**src/rtl/assert_macros.svh**
```systemverilog
// assertion helpers for the tile pixel mapper
`ifndef ASSERT_MACROS_SVH
`define ASSERT_MACROS_SVH

// same-cycle implication
`define LTPM_ASSERT_IMP(lbl, ante, cons) \
  lbl: assert property (@(posedge clk) disable iff (rst) (ante) |-> (cons)) \
    else $error("ltpm assertion failed");

// next-cycle implication
`define LTPM_ASSERT_NXT(lbl, ante, cons) \
  lbl: assert property (@(posedge clk) disable iff (rst) (ante) |=> (cons)) \
    else $error("ltpm assertion failed");

`endif

```
**src/rtl/ltpm_pkg.sv**
```systemverilog
`timescale 1ns / 1ps
`default_nettype none
package ltpm_pkg;

  localparam int MAX_TILES_DEF  = 16;
  localparam int MAX_PIXELS_DEF = 16777216;

  localparam logic OP_LOAD = 1'b0;
  localparam logic OP_MAP  = 1'b1;

  localparam logic [1:0] ST_OK      = 2'd0;
  localparam logic [1:0] ST_OUTSIDE = 2'd1;
  localparam logic [1:0] ST_NOTILE  = 2'd2;

  localparam logic [2:0] REG_CANVAS_W  = 3'd0;
  localparam logic [2:0] REG_CANVAS_H  = 3'd1;
  localparam logic [2:0] REG_TILE_CNT  = 3'd2;
  localparam logic [2:0] REG_CH_ORDER  = 3'd3;
  localparam logic [2:0] REG_GLOBAL_BR = 3'd4;

  localparam logic [3:0] CO_RGB  = 4'd0;
  localparam logic [3:0] CO_RBG  = 4'd1;
  localparam logic [3:0] CO_GRB  = 4'd2;
  localparam logic [3:0] CO_GBR  = 4'd3;
  localparam logic [3:0] CO_BRG  = 4'd4;
  localparam logic [3:0] CO_BGR  = 4'd5;
  localparam logic [3:0] CO_RGBW = 4'd6;
  localparam logic [3:0] CO_GRBW = 4'd7;
  localparam logic [3:0] CO_BRGW = 4'd8;
  localparam logic [3:0] CO_WRGB = 4'd9;

  typedef enum logic [2:0] {
    S_IDLE,
    S_RANGE,
    S_SCAN,
    S_XFORM,
    S_LOCAL,
    S_FINISH,
    S_OUT
  } state_t;

  typedef struct packed {
    logic load;
    logic capture;
    logic range_err;
    logic scan_init;
    logic scan_step;
    logic scan_miss;
    logic xform;
    logic local_mul;
    logic finish;
  } cmd_t;

  typedef struct packed {
    logic outside;
    logic hit;
    logic scan_end;
  } sts_t;

  typedef struct packed {
    logic [11:0] canvas_width;
    logic [11:0] canvas_height;
    logic [4:0]  tile_count;
    logic [3:0]  byte_order;
    logic [7:0]  global_brightness;
  } cfg_t;

  // floor(a/255), exact for a below 65280
  function automatic logic [7:0] div255(input logic [15:0] a);
    logic [16:0] s;
    s = {1'b0, a} + 17'd1 + 17'(a[15:8]);
    return s[15:8];
  endfunction

endpackage
`default_nettype wire

```
**src/rtl/ltpm_if.sv**
```systemverilog
`timescale 1ns / 1ps
`default_nettype none
interface ltpm_in_if;
  logic        valid;
  logic        ready;
  logic        op;
  logic [3:0]  tile_slot;
  logic [55:0] tile_word;
  logic [11:0] pixel_x;
  logic [11:0] pixel_y;
  logic [7:0]  red;
  logic [7:0]  green;
  logic [7:0]  blue;
  logic [7:0]  white;
  logic [7:0]  frame_brightness;

  modport source (output valid, op, tile_slot, tile_word, pixel_x, pixel_y, red, green,
                  blue, white, frame_brightness, input ready);
  modport sink (input valid, op, tile_slot, tile_word, pixel_x, pixel_y, red, green,
                blue, white, frame_brightness, output ready);
endinterface

interface ltpm_out_if;
  logic        valid;
  logic        ready;
  logic [1:0]  status;
  logic [3:0]  tile_number;
  logic [23:0] local_index;
  logic [23:0] chain_index;
  logic [7:0]  byte0;
  logic [7:0]  byte1;
  logic [7:0]  byte2;
  logic [7:0]  byte3;

  modport source (output valid, status, tile_number, local_index, chain_index, byte0,
                  byte1, byte2, byte3, input ready);
  modport sink (input valid, status, tile_number, local_index, chain_index, byte0,
                byte1, byte2, byte3, output ready);
endinterface
`default_nettype wire

```
**src/rtl/ltpm_regs.sv**
```systemverilog
`timescale 1ns / 1ps
`default_nettype none
module ltpm_regs (
  input  wire logic           clk,
  input  wire logic           rst,
  input  wire logic           psel,
  input  wire logic           penable,
  input  wire logic           pwrite,
  input  wire logic [4:0]     paddr,
  input  wire logic [31:0]    pwdata,
  output logic [31:0]         prdata,
  output logic                pready,
  output ltpm_pkg::cfg_t      cfg
);

  logic       wr;
  logic [2:0] idx;

  assign pready = 1'b1;
  assign wr     = psel & penable & pwrite;
  assign idx    = paddr[4:2];

  always_ff @(posedge clk) begin
    if (rst) begin
      cfg.canvas_width      <= 12'd1;
      cfg.canvas_height     <= 12'd1;
      cfg.tile_count        <= 5'd1;
      cfg.byte_order        <= ltpm_pkg::CO_RGB;
      cfg.global_brightness <= 8'd255;
    end else if (wr) begin
      case (idx)
        ltpm_pkg::REG_CANVAS_W:  cfg.canvas_width      <= pwdata[11:0];
        ltpm_pkg::REG_CANVAS_H:  cfg.canvas_height     <= pwdata[11:0];
        ltpm_pkg::REG_TILE_CNT:  cfg.tile_count        <= pwdata[4:0];
        ltpm_pkg::REG_CH_ORDER:  cfg.byte_order        <= pwdata[3:0];
        ltpm_pkg::REG_GLOBAL_BR: cfg.global_brightness <= pwdata[7:0];
        default: ;
      endcase
    end
  end

  always_comb begin
    case (idx)
      ltpm_pkg::REG_CANVAS_W:  prdata = 32'(cfg.canvas_width);
      ltpm_pkg::REG_CANVAS_H:  prdata = 32'(cfg.canvas_height);
      ltpm_pkg::REG_TILE_CNT:  prdata = 32'(cfg.tile_count);
      ltpm_pkg::REG_CH_ORDER:  prdata = 32'(cfg.byte_order);
      ltpm_pkg::REG_GLOBAL_BR: prdata = 32'(cfg.global_brightness);
      default:                 prdata = 32'd0;
    endcase
  end

endmodule
`default_nettype wire

```
**src/rtl/ltpm_ctrl.sv**
```systemverilog
`timescale 1ns / 1ps
`default_nettype none
`include "assert_macros.svh"
module ltpm_ctrl (
  input  wire logic         clk,
  input  wire logic         rst,
  input  wire logic         in_valid,
  input  wire logic         in_op,
  output logic              in_ready,
  output logic              out_valid,
  input  wire logic         out_ready,
  input  ltpm_pkg::sts_t    sts,
  output ltpm_pkg::cmd_t    cmd
);

  ltpm_pkg::state_t state, state_next;

  always_ff @(posedge clk) begin
    if (rst) begin
      state <= ltpm_pkg::S_IDLE;
    end else begin
      state <= state_next;
    end
  end

  always_comb begin
    state_next = state;
    cmd        = '0;
    in_ready   = 1'b0;
    out_valid  = 1'b0;
    case (state)
      ltpm_pkg::S_IDLE: begin
        in_ready = 1'b1;
        if (in_valid) begin
          if (in_op == ltpm_pkg::OP_MAP) begin
            cmd.capture = 1'b1;
            state_next  = ltpm_pkg::S_RANGE;
          end else begin
            cmd.load = 1'b1;
          end
        end
      end
      ltpm_pkg::S_RANGE: begin
        if (sts.outside) begin
          cmd.range_err = 1'b1;
          state_next    = ltpm_pkg::S_OUT;
        end else begin
          cmd.scan_init = 1'b1;
          state_next    = ltpm_pkg::S_SCAN;
        end
      end
      ltpm_pkg::S_SCAN: begin
        if (sts.scan_end) begin
          cmd.scan_miss = 1'b1;
          state_next    = ltpm_pkg::S_OUT;
        end else if (sts.hit) begin
          state_next = ltpm_pkg::S_XFORM;
        end else begin
          cmd.scan_step = 1'b1;
        end
      end
      ltpm_pkg::S_XFORM: begin
        cmd.xform  = 1'b1;
        state_next = ltpm_pkg::S_LOCAL;
      end
      ltpm_pkg::S_LOCAL: begin
        cmd.local_mul = 1'b1;
        state_next    = ltpm_pkg::S_FINISH;
      end
      ltpm_pkg::S_FINISH: begin
        cmd.finish = 1'b1;
        state_next = ltpm_pkg::S_OUT;
      end
      ltpm_pkg::S_OUT: begin
        out_valid = 1'b1;
        if (out_ready) begin
          state_next = ltpm_pkg::S_IDLE;
        end
      end
      default: begin
        state_next = ltpm_pkg::S_IDLE;
      end
    endcase
  end

  `LTPM_ASSERT_NXT(a_map_enters_range, state == ltpm_pkg::S_IDLE && in_valid && in_op == ltpm_pkg::OP_MAP, state == ltpm_pkg::S_RANGE)
  `LTPM_ASSERT_NXT(a_hit_goes_xform, state == ltpm_pkg::S_SCAN && !sts.scan_end && sts.hit, state == ltpm_pkg::S_XFORM)
  `LTPM_ASSERT_NXT(a_taken_to_idle, out_valid && out_ready, state == ltpm_pkg::S_IDLE)

endmodule
`default_nettype wire

```
**src/rtl/ltpm_dp.sv**
```systemverilog
`timescale 1ns / 1ps
`default_nettype none
module ltpm_dp #(
  parameter int MAX_TILES  = ltpm_pkg::MAX_TILES_DEF,
  parameter int MAX_PIXELS = ltpm_pkg::MAX_PIXELS_DEF
) (
  input  wire logic         clk,
  input  ltpm_pkg::cmd_t    cmd,
  output ltpm_pkg::sts_t    sts,
  input  ltpm_pkg::cfg_t    cfg,
  input  wire logic [3:0]   tile_slot,
  input  wire logic [55:0]  tile_word,
  input  wire logic [11:0]  pixel_x,
  input  wire logic [11:0]  pixel_y,
  input  wire logic [7:0]   red,
  input  wire logic [7:0]   green,
  input  wire logic [7:0]   blue,
  input  wire logic [7:0]   white,
  input  wire logic [7:0]   frame_brightness,
  output logic [1:0]        status,
  output logic [3:0]        tile_number,
  output logic [23:0]       local_index,
  output logic [23:0]       chain_index,
  output logic [7:0]        byte0,
  output logic [7:0]        byte1,
  output logic [7:0]        byte2,
  output logic [7:0]        byte3
);

  localparam int IDX_W = (MAX_TILES > 1) ? $clog2(MAX_TILES) : 1;
  localparam int CNT_W = $clog2(MAX_TILES + 1);
  localparam int SUM_W = 25 + $clog2(MAX_TILES + 1);

  logic [55:0] tiles [MAX_TILES];
  logic [55:0] tile;
  logic [CNT_W-1:0] ptr;
  logic [CNT_W-1:0] ptr_inc;
  logic [IDX_W-1:0] rd_addr;
  logic [SUM_W-1:0] offset;

  logic [11:0] px, py;
  logic [7:0]  r, g, b, w, fb;
  logic [11:0] major, minor, msize;
  logic [23:0] loc;
  logic [7:0]  level;

  logic [11:0] tx, ty, tw, th;
  logic [1:0]  org, mir, rot;
  logic        trav, serp;
  logic [11:0] x0, y0, x1, y1, x2, y2, xr, yr, pw, ph;
  logic [11:0] maj_c, min_c, msz_c, min_s;
  logic [SUM_W-1:0] sum;
  logic [23:0] abs_c;
  logic [7:0]  sr, sg, sb, sw;

  assign tx   = tile[11:0];
  assign ty   = tile[23:12];
  assign tw   = tile[35:24];
  assign th   = tile[47:36];
  assign org  = tile[49:48];
  assign mir  = tile[51:50];
  assign rot  = tile[53:52];
  assign trav = tile[54];
  assign serp = tile[55];

  assign ptr_inc = ptr + CNT_W'(1);
  assign rd_addr = cmd.scan_init ? '0 : IDX_W'(ptr_inc);

  assign sts.outside  = (px >= cfg.canvas_width) || (py >= cfg.canvas_height);
  assign sts.scan_end = (32'(ptr) >= 32'(cfg.tile_count)) || (32'(ptr) >= MAX_TILES);
  assign sts.hit      = (px >= tx) && (py >= ty) && ({1'b0, px} < ({1'b0, tx} + {1'b0, tw}))
                        && ({1'b0, py} < ({1'b0, ty} + {1'b0, th}));

  always_ff @(posedge clk) begin
    if (cmd.load && (32'(tile_slot) < MAX_TILES)) begin
      tiles[IDX_W'(tile_slot)] <= tile_word;
    end
    if (cmd.scan_init || cmd.scan_step) begin
      tile <= tiles[rd_addr];
    end
  end

  always_comb begin
    x0 = px - tx;
    y0 = py - ty;
    x1 = org[0] ? (tw - 12'd1 - x0) : x0;
    y1 = org[1] ? (th - 12'd1 - y0) : y0;
    x2 = mir[0] ? (tw - 12'd1 - x1) : x1;
    y2 = mir[1] ? (th - 12'd1 - y1) : y1;
    case (rot)
      2'd1: begin
        xr = th - 12'd1 - y2;
        yr = x2;
      end
      2'd2: begin
        xr = tw - 12'd1 - x2;
        yr = th - 12'd1 - y2;
      end
      2'd3: begin
        xr = y2;
        yr = tw - 12'd1 - x2;
      end
      default: begin
        xr = x2;
        yr = y2;
      end
    endcase
    pw    = rot[0] ? th : tw;
    ph    = rot[0] ? tw : th;
    maj_c = trav ? xr : yr;
    min_c = trav ? yr : xr;
    msz_c = trav ? ph : pw;
    min_s = (serp && maj_c[0]) ? (msz_c - 12'd1 - min_c) : min_c;
  end

  assign sum   = offset + SUM_W'(loc);
  assign abs_c = (sum >= SUM_W'(MAX_PIXELS)) ? 24'(MAX_PIXELS - 1) : sum[23:0];
  assign sr    = ltpm_pkg::div255(16'(r) * 16'(level) + 16'd127);
  assign sg    = ltpm_pkg::div255(16'(g) * 16'(level) + 16'd127);
  assign sb    = ltpm_pkg::div255(16'(b) * 16'(level) + 16'd127);
  assign sw    = ltpm_pkg::div255(16'(w) * 16'(level) + 16'd127);

  always_ff @(posedge clk) begin
    if (cmd.capture) begin
      px <= pixel_x;
      py <= pixel_y;
      r  <= red;
      g  <= green;
      b  <= blue;
      w  <= white;
      fb <= frame_brightness;
    end
    if (cmd.scan_init) begin
      ptr    <= '0;
      offset <= '0;
    end else if (cmd.scan_step) begin
      ptr    <= ptr_inc;
      offset <= offset + SUM_W'(24'(tw) * 24'(th));
    end
    if (cmd.xform) begin
      major <= maj_c;
      minor <= min_s;
      msize <= msz_c;
    end
    if (cmd.local_mul) begin
      loc   <= 24'(major) * 24'(msize) + 24'(minor);
      level <= ltpm_pkg::div255(16'(fb) * 16'(cfg.global_brightness));
    end
    if (cmd.range_err || cmd.scan_miss) begin
      status         <= cmd.range_err ? ltpm_pkg::ST_OUTSIDE : ltpm_pkg::ST_NOTILE;
      tile_number    <= '0;
      local_index    <= '0;
      chain_index    <= '0;
      byte0          <= '0;
      byte1          <= '0;
      byte2          <= '0;
      byte3          <= '0;
    end else if (cmd.finish) begin
      status         <= ltpm_pkg::ST_OK;
      tile_number    <= 4'(ptr);
      local_index    <= loc;
      chain_index    <= abs_c;
      case (cfg.byte_order)
        ltpm_pkg::CO_RBG: begin
          byte0 <= sr; byte1 <= sb; byte2 <= sg; byte3 <= '0;
        end
        ltpm_pkg::CO_GRB: begin
          byte0 <= sg; byte1 <= sr; byte2 <= sb; byte3 <= '0;
        end
        ltpm_pkg::CO_GBR: begin
          byte0 <= sg; byte1 <= sb; byte2 <= sr; byte3 <= '0;
        end
        ltpm_pkg::CO_BRG: begin
          byte0 <= sb; byte1 <= sr; byte2 <= sg; byte3 <= '0;
        end
        ltpm_pkg::CO_BGR: begin
          byte0 <= sb; byte1 <= sg; byte2 <= sr; byte3 <= '0;
        end
        ltpm_pkg::CO_RGBW: begin
          byte0 <= sr; byte1 <= sg; byte2 <= sb; byte3 <= sw;
        end
        ltpm_pkg::CO_GRBW: begin
          byte0 <= sg; byte1 <= sr; byte2 <= sb; byte3 <= sw;
        end
        ltpm_pkg::CO_BRGW: begin
          byte0 <= sb; byte1 <= sr; byte2 <= sg; byte3 <= sw;
        end
        ltpm_pkg::CO_WRGB: begin
          byte0 <= sw; byte1 <= sr; byte2 <= sg; byte3 <= sb;
        end
        default: begin
          byte0 <= sr; byte1 <= sg; byte2 <= sb; byte3 <= '0;
        end
      endcase
    end
  end

endmodule
`default_nettype wire

```
**src/rtl/led_tile_pixel_mapper.sv**
```systemverilog
// channel  direction  contents
// req      in         op, tile_slot, tile_word, pixel_x/y, colour, frame_brightness
// rsp      out        status, tile_number, local/chain index, byte0..byte3
// apb      in         canvas size, tile count, channel order, global brightness
//
// a load item is written while idle; a pixel outside the canvas goes to rsp after
// the range check; a match scans to its tile, then transform, local index, finish;
// a miss scans n, the tile count capped at MAX_TILES, reading one entry per cycle
// one item at a time: req is ready only while idle
// rsp holds its item until taken; rst is synchronous, active high
`timescale 1ns / 1ps
`default_nettype none
module led_tile_pixel_mapper #(
  parameter int MAX_TILES  = ltpm_pkg::MAX_TILES_DEF,
  parameter int MAX_PIXELS = ltpm_pkg::MAX_PIXELS_DEF
) (
  input  wire logic        clk,
  input  wire logic        rst,
  input  wire logic        psel,
  input  wire logic        penable,
  input  wire logic        pwrite,
  input  wire logic [4:0]  paddr,
  input  wire logic [31:0] pwdata,
  output logic [31:0]      prdata,
  output logic             pready,
  ltpm_in_if.sink          req,
  ltpm_out_if.source       rsp
);

  ltpm_pkg::cfg_t cfg;
  ltpm_pkg::cmd_t cmd;
  ltpm_pkg::sts_t sts;

  ltpm_regs u_regs (
    .clk     (clk),
    .rst     (rst),
    .psel    (psel),
    .penable (penable),
    .pwrite  (pwrite),
    .paddr   (paddr),
    .pwdata  (pwdata),
    .prdata  (prdata),
    .pready  (pready),
    .cfg     (cfg)
  );

  ltpm_ctrl u_ctrl (
    .clk       (clk),
    .rst       (rst),
    .in_valid  (req.valid),
    .in_op     (req.op),
    .in_ready  (req.ready),
    .out_valid (rsp.valid),
    .out_ready (rsp.ready),
    .sts       (sts),
    .cmd       (cmd)
  );

  ltpm_dp #(
    .MAX_TILES  (MAX_TILES),
    .MAX_PIXELS (MAX_PIXELS)
  ) u_dp (
    .clk              (clk),
    .cmd              (cmd),
    .sts              (sts),
    .cfg              (cfg),
    .tile_slot        (req.tile_slot),
    .tile_word        (req.tile_word),
    .pixel_x          (req.pixel_x),
    .pixel_y          (req.pixel_y),
    .red              (req.red),
    .green            (req.green),
    .blue             (req.blue),
    .white            (req.white),
    .frame_brightness (req.frame_brightness),
    .status           (rsp.status),
    .tile_number      (rsp.tile_number),
    .local_index      (rsp.local_index),
    .chain_index      (rsp.chain_index),
    .byte0            (rsp.byte0),
    .byte1            (rsp.byte1),
    .byte2            (rsp.byte2),
    .byte3            (rsp.byte3)
  );

endmodule
`default_nettype wire

```
**src/flat_wrapper.sv**
```systemverilog
// flat-port wrapper written by rule: the top's interface ports become plain ports
module led_tile_pixel_mapper_flat 
#(
  parameter int MAX_TILES  = ltpm_pkg::MAX_TILES_DEF,
  parameter int MAX_PIXELS = ltpm_pkg::MAX_PIXELS_DEF
)
  (clk, rst, psel, penable, pwrite, paddr, pwdata, prdata, pready, req_valid, req_op, req_tile_slot, req_tile_word, req_pixel_x, req_pixel_y, req_red, req_green, req_blue, req_white, req_frame_brightness, req_ready, rsp_valid, rsp_status, rsp_tile_number, rsp_local_index, rsp_chain_index, rsp_byte0, rsp_byte1, rsp_byte2, rsp_byte3, rsp_ready);
  ltpm_in_if req_i ();
  ltpm_out_if rsp_i ();
  input  wire logic clk;
  input  wire logic rst;
  input  wire logic psel;
  input  wire logic penable;
  input  wire logic pwrite;
  input  wire logic [4:0] paddr;
  input  wire logic [31:0] pwdata;
  output logic [31:0] prdata;
  output logic pready;
  input wire logic [$bits(req_i.valid)-1:0] req_valid;
  input wire logic [$bits(req_i.op)-1:0] req_op;
  input wire logic [$bits(req_i.tile_slot)-1:0] req_tile_slot;
  input wire logic [$bits(req_i.tile_word)-1:0] req_tile_word;
  input wire logic [$bits(req_i.pixel_x)-1:0] req_pixel_x;
  input wire logic [$bits(req_i.pixel_y)-1:0] req_pixel_y;
  input wire logic [$bits(req_i.red)-1:0] req_red;
  input wire logic [$bits(req_i.green)-1:0] req_green;
  input wire logic [$bits(req_i.blue)-1:0] req_blue;
  input wire logic [$bits(req_i.white)-1:0] req_white;
  input wire logic [$bits(req_i.frame_brightness)-1:0] req_frame_brightness;
  output wire logic [$bits(req_i.ready)-1:0] req_ready;
  output wire logic [$bits(rsp_i.valid)-1:0] rsp_valid;
  output wire logic [$bits(rsp_i.status)-1:0] rsp_status;
  output wire logic [$bits(rsp_i.tile_number)-1:0] rsp_tile_number;
  output wire logic [$bits(rsp_i.local_index)-1:0] rsp_local_index;
  output wire logic [$bits(rsp_i.chain_index)-1:0] rsp_chain_index;
  output wire logic [$bits(rsp_i.byte0)-1:0] rsp_byte0;
  output wire logic [$bits(rsp_i.byte1)-1:0] rsp_byte1;
  output wire logic [$bits(rsp_i.byte2)-1:0] rsp_byte2;
  output wire logic [$bits(rsp_i.byte3)-1:0] rsp_byte3;
  input wire logic [$bits(rsp_i.ready)-1:0] rsp_ready;
  assign req_i.valid = req_valid;
  assign req_i.op = req_op;
  assign req_i.tile_slot = req_tile_slot;
  assign req_i.tile_word = req_tile_word;
  assign req_i.pixel_x = req_pixel_x;
  assign req_i.pixel_y = req_pixel_y;
  assign req_i.red = req_red;
  assign req_i.green = req_green;
  assign req_i.blue = req_blue;
  assign req_i.white = req_white;
  assign req_i.frame_brightness = req_frame_brightness;
  assign req_ready = req_i.ready;
  assign rsp_valid = rsp_i.valid;
  assign rsp_status = rsp_i.status;
  assign rsp_tile_number = rsp_i.tile_number;
  assign rsp_local_index = rsp_i.local_index;
  assign rsp_chain_index = rsp_i.chain_index;
  assign rsp_byte0 = rsp_i.byte0;
  assign rsp_byte1 = rsp_i.byte1;
  assign rsp_byte2 = rsp_i.byte2;
  assign rsp_byte3 = rsp_i.byte3;
  assign rsp_i.ready = rsp_ready;
  led_tile_pixel_mapper #(.MAX_TILES(MAX_TILES), .MAX_PIXELS(MAX_PIXELS)) u_core (.clk(clk), .rst(rst), .psel(psel), .penable(penable), .pwrite(pwrite), .paddr(paddr), .pwdata(pwdata), .prdata(prdata), .pready(pready), .req(req_i), .rsp(rsp_i));
endmodule
```
**config.mk**
```make
export PLATFORM = sky130hd
export DESIGN_NAME = led_tile_pixel_mapper_flat
export DESIGN_NICKNAME = d
export VERILOG_FILES = /design/src/rtl/ltpm_pkg.sv /design/src/rtl/ltpm_if.sv /design/src/rtl/ltpm_regs.sv /design/src/rtl/ltpm_ctrl.sv /design/src/rtl/ltpm_dp.sv /design/src/rtl/led_tile_pixel_mapper.sv /design/src/flat_wrapper.sv
export VERILOG_INCLUDE_DIRS = /design/src /design/src/rtl
export SDC_FILE = /design/constraint.sdc
export NUM_CORES = 2
export LEC_CHECK = 0
export ABC_AREA = 0
export BUFFER_PORTS_ARGS = -buffer_cell sky130_fd_sc_hd__buf_4
export CAP_MARGIN = 40
export CORE_UTILIZATION = 30
export CTS_CLUSTER_SIZE = 8
export DETAILED_ROUTE_END_ITERATION = 10
export PLACE_DENSITY = 0.48
export SYNTH_ARGS = -nofsm -noshare
export SYNTH_HDL_FRONTEND = slang
export SYNTH_SLANG_ARGS = --single-unit
```
**constraint.sdc**
```tcl
create_clock -name clk -period 16.9 [get_ports clk]
set_clock_uncertainty 0.05 [all_clocks]
set_input_delay 2.535 -clock clk [delete_from_list [all_inputs] [get_ports clk]]
set_output_delay 2.535 -clock clk [all_outputs]
set_load 0.02 [all_outputs]
```
# After elaboration in Yosys (flattened, before gate mapping)

Memories as Yosys holds them, arrays and structs flattened. A register that Yosys moved wholly into a read port is not among the register bits.
Cells that the tools add are included.
W data, S select, Z words.

Add/sub/neg operators: 32
Multipliers: 7
$lt $le $gt $ge: 9
Eq/ne operators: 26
Mux-type cells: 47
Bitwise logic cells: 2
Reductions and logical operators: 24

Operators with widths:

| operator                | number |
|---|---|
| $mux W12                | 10 |
| $sub A12 B12 Y12        | 9 |
| $add A16 B1 Y16 const B | 5 |
| $add A16 B8 Y16         | 5 |
| $mul A8 B8 Y16          | 5 |
| $pmux W12 S3            | 2 |
| $add A16 B7 Y16 const B | 4 |
| $add A30 B24 Y30        | 2 |
| $pmux W12 S5            | 1 |
| $ge A12 B12 Y1          | 4 |
| $mul A12 B12 Y24        | 2 |
| $pmux W8 S2             | 3 |
| $sub A12 B1 Y12 const B | 3 |
| $ge A30 B25 Y1 const B  | 1 |
| $add A12 B12 Y13        | 2 |
| $lt A12 B13 Y1          | 2 |
| $add A24 B12 Y24        | 1 |
| $mux W24                | 1 |
| $pmux W8 S3             | 1 |
| $pmux W3 S7             | 1 |
| $mux W3                 | 6 |
| $eq A4 B3 Y1 const B    | 4 |
| $mux W1                 | 14 |
| $mux W2                 | 7 |
| 25 further kinds        | 52 |

Register bits after elaboration: 297
RAM bits: 896
Input port bits: 169
Output and inout bits: 121
Word-level logic and storage cells: 176
Memories kept: 1

Memory list:

| name              | words | bits a word | rd ports | clocked after Yosys merged registers in | write ports | line          | source |
|---|---|---|---|---|---|---|---|
| u_core.u_dp.tiles | 16    | 56          | 1        | 1                                       | 1           | ltpm_dp.sv:34 | `logic [55:0] tiles [MAX_TILES];` |

# Depth between registers and ports, before layout

Depth after elaboration: 10
Mapped depth: 38
Gate-level depth less buffers: 38

# Modules after synthesis

From an unflattened synthesis, not the netlist that was laid out.

Cells, all modules: 6879
Area, all modules: 79277.3 µm²

Modules (own cells, without submodules):

| module    | times used | cells each | area an instance (µm²) | sequential area each (µm²) |
|---|---|---|---|---|
| ltpm_dp   | 1          | 6610       | 76797.4                | 34993.6 |
| ltpm_regs | 1          | 232        | 2212.1                 | 820.8 |
| ltpm_ctrl | 1          | 37         | 267.8                  | 60.1 |

# Worst setup path before layout

No wires, ideal clock.

Path kind: in2reg
From: input req_valid
To: memory u_core.u_dp.tiles[4][0] (enable)
Library setup time: 0.614 ns
Data arrival time: 8.164 ns
Data required time: 16.236 ns
Path slack: 8.072 ns
Stages: 4
Path buffers: 0
Cell sequence: nand2_1 > nor2_1 > nand2_1 > nor4_1

Longest elaborated chain between the ends: 4

Ends and longest elaborated chain:

| item                          | line               | source |
|---|---|---|
| from (decl)                   | flat_wrapper.sv:19 | `input wire logic [$bits(req_i.valid)-1:0] req_valid;` |
| $mux W2                       | ltpm_ctrl.sv:34    | `if (in_valid) begin` |
| $mux W2                       | ltpm_ctrl.sv:31    | `case (state)` |
| $mux W1                       | ltpm_dp.sv:75      | `if (cmd.load && (32'(tile_slot) < MAX_TILES)) begin` |
| $mux W1 (implied by the code) | ltpm_dp.sv:76      | `tiles[IDX_W'(tile_slot)] <= tile_word;` |
| to (decl)                     | ltpm_dp.sv:34      |  |

Every way passes these cells.

# Worst setup path in the final report

From: register u_core.u_dp.py[0]
To: register u_core.u_dp.minor[11] (data pin)

Longest elaborated chain between the ends: 10
Elaborated cells on any way between the ends: 13
Classes of those cells: add/sub: 5; mux: 7; reduce/logical: 1

Ends and longest elaborated chain:

| item                                                           | line                           | source |
|---|---|---|
| from (decl)                                                    | ltpm_dp.sv:41                  | `logic [11:0] px, py;` |
| from (signal assigned)                                         | ltpm_dp.sv:126                 | `py <= pixel_y;` |
| $sub A12 B12 Y12 *                                             | ltpm_dp.sv:85                  | `y0 = py - ty;` |
| $sub A12 B12 Y12                                               | ltpm_dp.sv:87                  | `y1 = org[1] ? (th - 12'd1 - y0) : y0;` |
| $mux W12 *                                                     | ltpm_dp.sv:87                  |  |
| $sub A12 B12 Y12                                               | ltpm_dp.sv:89                  | `y2 = mir[1] ? (th - 12'd1 - y1) : y1;` |
| $mux W12 *                                                     | ltpm_dp.sv:89                  |  |
| $sub A12 B12 Y12                                               | ltpm_dp.sv:92, ltpm_dp.sv:97   |  |
| $pmux W12 S3                                                   | ltpm_dp.sv:90                  | `case (rot)` |
| $mux W12, on equally long branches                             | ltpm_dp.sv:111, ltpm_dp.sv:110 |  |
| $sub A12 B12 Y12 / $logic_and A1 B1 Y1 (equally long branches) | ltpm_dp.sv:113                 | `min_s = (serp && maj_c[0]) ? (msz_c - 12'd1 - min_c) : min_c;` |
| $mux W12 *                                                     | ltpm_dp.sv:113                 |  |
| via u_core.u_dp.min_s[11]                                      | ltpm_dp.sv:51                  | `logic [11:0] maj_c, min_c, msz_c, min_s;` |
| to (signal assigned)                                           | ltpm_dp.sv:142                 | `minor <= min_s;` |
| to (decl)                                                      | ltpm_dp.sv:43                  | `logic [11:0] major, minor, msize;` |

Mark *: on every way through the listed nets, which the timed path passes. The rest lies on a longest branch.
A chain may end at the register's enable or synchronous reset.

==> results.md <==
* Final GP Congestion at 0.846
* # nets final at a little under 9000
* Endpoints failing setup at 0
* Skew-Pair Late Insertion Delay at about 0.84 ns
* Clock Path Buffers at 3
* Time the worst path needs with I/O delays and setup at ~8.6 ns
* Layout cells sized above 1 at 0.0889
* Top cells by area, synth: edfxtp_1 41%, fa_1 11%, ha_1 8.4%
* Slew HR at 0.383
* Die height at roughly 520 um
* Most frequent CP cell: ha_1
* WL final at approximately 250000 um
* Critical Path RT at 17.35 ns
* Largest net degree at the start of global routing at between 100 and 150
* DPL Wire Length at approximately 160000 um
* Cell area after layout at 0.0907 mm^2
* 1st-pass router iterations at 8
* Buf/Inv on CP at 4
* CTS tree: yes
* Fin. Hold Viols at 0
* Netlist Area Pre-Place at a little under 0.08 mm^2
* Most frequent cell after synthesis: nand2_1
* CP Launch Point: u_core.u_dp.py[0]$_DFFE_PP_
* I/O Pins at 290
* Upper clock frequency limit at 116 MHz
* Initial core utilization at 0.302
* Setup TNS at 0 ns
* First-pass GRT wire length at 368000 um
* Synth Register Bits at ~1200
* Setup crit end kind: register
* Slew Limit Fails at 0
* YS warnings at 0
* Vias in the first global route at roughly 57000
* Status: finished clean
* Hold Crit Start: u_core.u_dp.local_index[13]$_SDFFE_PP0P_
* DR vias at between 50000 and 60000
* Tcrit/Tclk final at 0.512
* Reg-to-reg startpoint: u_core.u_dp.py[0]$_DFFE_PP_
* Core ar. at between 0.2 and 0.3 mm^2
* Number of synthesized flops with an enable pin at between 1000 and 1500
* Distinct cells, synth at roughly 100
* Via density per instance at 5.04
* Sequential area share after synthesis at 0.452
* Worst-path clk slew at approximately 0.060 ns
* Area post-placement at ~0.086 mm^2
* ANT nets after route at 0
* Post CTS Setup Buffer Count at 0
* Hold-fix buffers at CTS at 0
* Max-Cap Viols at 0
* Yosys top cell area share at 0.411
* Worst-margin pin slew at about 0.90 ns
* Port Buffer Count at roughly 250
* # resized after CTS at 0
* Arrival @ worst endpoint at 9.09 ns
* Initial drt markers at around 4400
* Crit path max-delay family: compound AO/OA/AOI/OAI gates
* Drt wl/cell at between 20 and 25 um
* Startpoint types: register
* Slowest CP cell: o41ai_1
* Gr usage total at 0.184
* Mapped Cells at 7481
* Main synth FF type: edfxtp_1
* CTS root buf: clkbuf_16
* Slowest Stage Delay on Critical Path at 0.67 ns
* Remaining DRCs at 0
* Gr ovfl total at 0
* Die area at 0.267 mm^2
* Synth-to-layout area growth at 14.2%
* Average size of a mapped cell at approximately 11 um^2
* Initial antenna violation count at 35
* Asr flop ratio synth at 0
* Worst hold path type: register to register
* Synth area leader: edfxtp_1
* Largest fanout on the critical path at 5
* TritonCTS Buffers at between 150 and 200
* WS Path Type: register to register
* Most common library cells after synthesis: 1191 x nand2_1, 1086 x edfxtp_1, 730 x inv_1, 533 x ha_1, 450 x fa_1
* Core Rows at 188
* Die W at a little over 500 um
* Htree depth at 4
* Clk sinks at about 1200
* RSZ-0062 raised after global routing: false
flip-flops by register name, indices dropped and copies added, names as in the netlist, 24 cells and up:
register	count
u_core.u_regs.cfg	41
u_core.u_dp.local_index	24
u_core.u_dp.tiles	896
u_core.u_dp.tile	56
u_core.u_dp.loc	24
u_core.u_dp.offset	30
u_core.u_dp.chain_index	24
per-stage QoR:
| stage | instances | hold WS [ns] | worst slack, ns | utilization |
|---|---|---|---|---|
| floorplan | 7500 | 0.398 | 8.07 | - |
| global placement | 10964 | 0.397 | 8.50 | 0.325 |
| detailed placement | 10982 | 0.404 | 8.38 | 0.326 |
| CTS | 11211 | 0.410 | 8.30 | 0.345 |
| global route | 11214 | 0.429 | 7.56 | 0.345 |
| finish | 11217 | 0.407 | 8.26 | 0.345 |
cell families after synthesis:
kind of cell	Yosys count	synth area share
adders and majority gates	991	0.198
xor gates and xnor gates	266	0.0298
buffers and inverters	1143	0.0553
AOI/OAI and AO/OA	1492	0.128
other	2	0.0000945
DFF	1249	0.452
and+or+nand+nor	2277	0.129
muxes	61	0.00819
worst reg2reg max path: cells and delay by family (launching register included):
kind / cells / cell delay [ns]
xor+xnor: 6 / 1.17
mux: 1 / 0.33
buf+inv: 4 / 0.48
compound gates: 13 / 3.22
fa+ha+maj: 6 / 1.89
flops: 1 / 0.45
simple gates: 5 / 0.70
area by class of cell:
class                   count  area [um^2]
multi-input cells        5108        39500
inverters                 735         2760
clock buffers             211         4640
fillers                 26179       172000
diodes                      6         15.0
flip-flops and latches   1249        35900
well taps                3515         4400
clock inverters            18          409
repair buffers            375         3070
layer usage:
| layer | vias up | global-route usage | share of wire |
|---|---|---|---|
| met3 | 331 | 0.0297 | 0.055 |
| met4 | 36 | 0.0478 | 0.024 |
| met5 | - | 0 | 0.00099 |
| met2 | 1445 | 0.303 | 0.46 |
| met1 | 28413 | 0.249 | 0.46 |
| li1 | 26343 | - | - |
final timing paths:
check | to | slack [ns] | cells after the start
worst max-delay path | u_core.u_dp.minor[11]$_DFFE_PP_ | 8.26 | 35
worst min-delay path | u_core.u_dp.local_index[13]$_SDFFE_PP0P_ | 0.41 | 2
worst max register to register | u_core.u_dp.minor[11]$_DFFE_PP_ | 8.26 | 35
worst min register to register | u_core.u_dp.local_index[13]$_SDFFE_PP0P_ | 0.41 | 2
cells in the final DEF, fill, tap and decap left out, types with 82 or more instances in the layout:
| master | instances |
|---|---|
| inv_1 | 729 |
| buf_4 | 356 |
| dfxtp_1 | 162 |
| clkbuf_16 | 180 |
| and2_1 | 280 |
| a31oi_1 | 130 |
| fa_1 | 450 |
| a21o_1 | 97 |
| a21oi_1 | 331 |
| nand2_1 | 1187 |
| and3_1 | 123 |
| ha_1 | 533 |
| nor2_1 | 369 |
| xor2_1 | 82 |
| edfxtp_1 | 1086 |
| o21ai_0 | 281 |
| xnor2_1 | 180 |
Power is left out: the tool's default activity adds up to more than one toggle a clock period on the data nets, which glitch-free logic cannot reach.
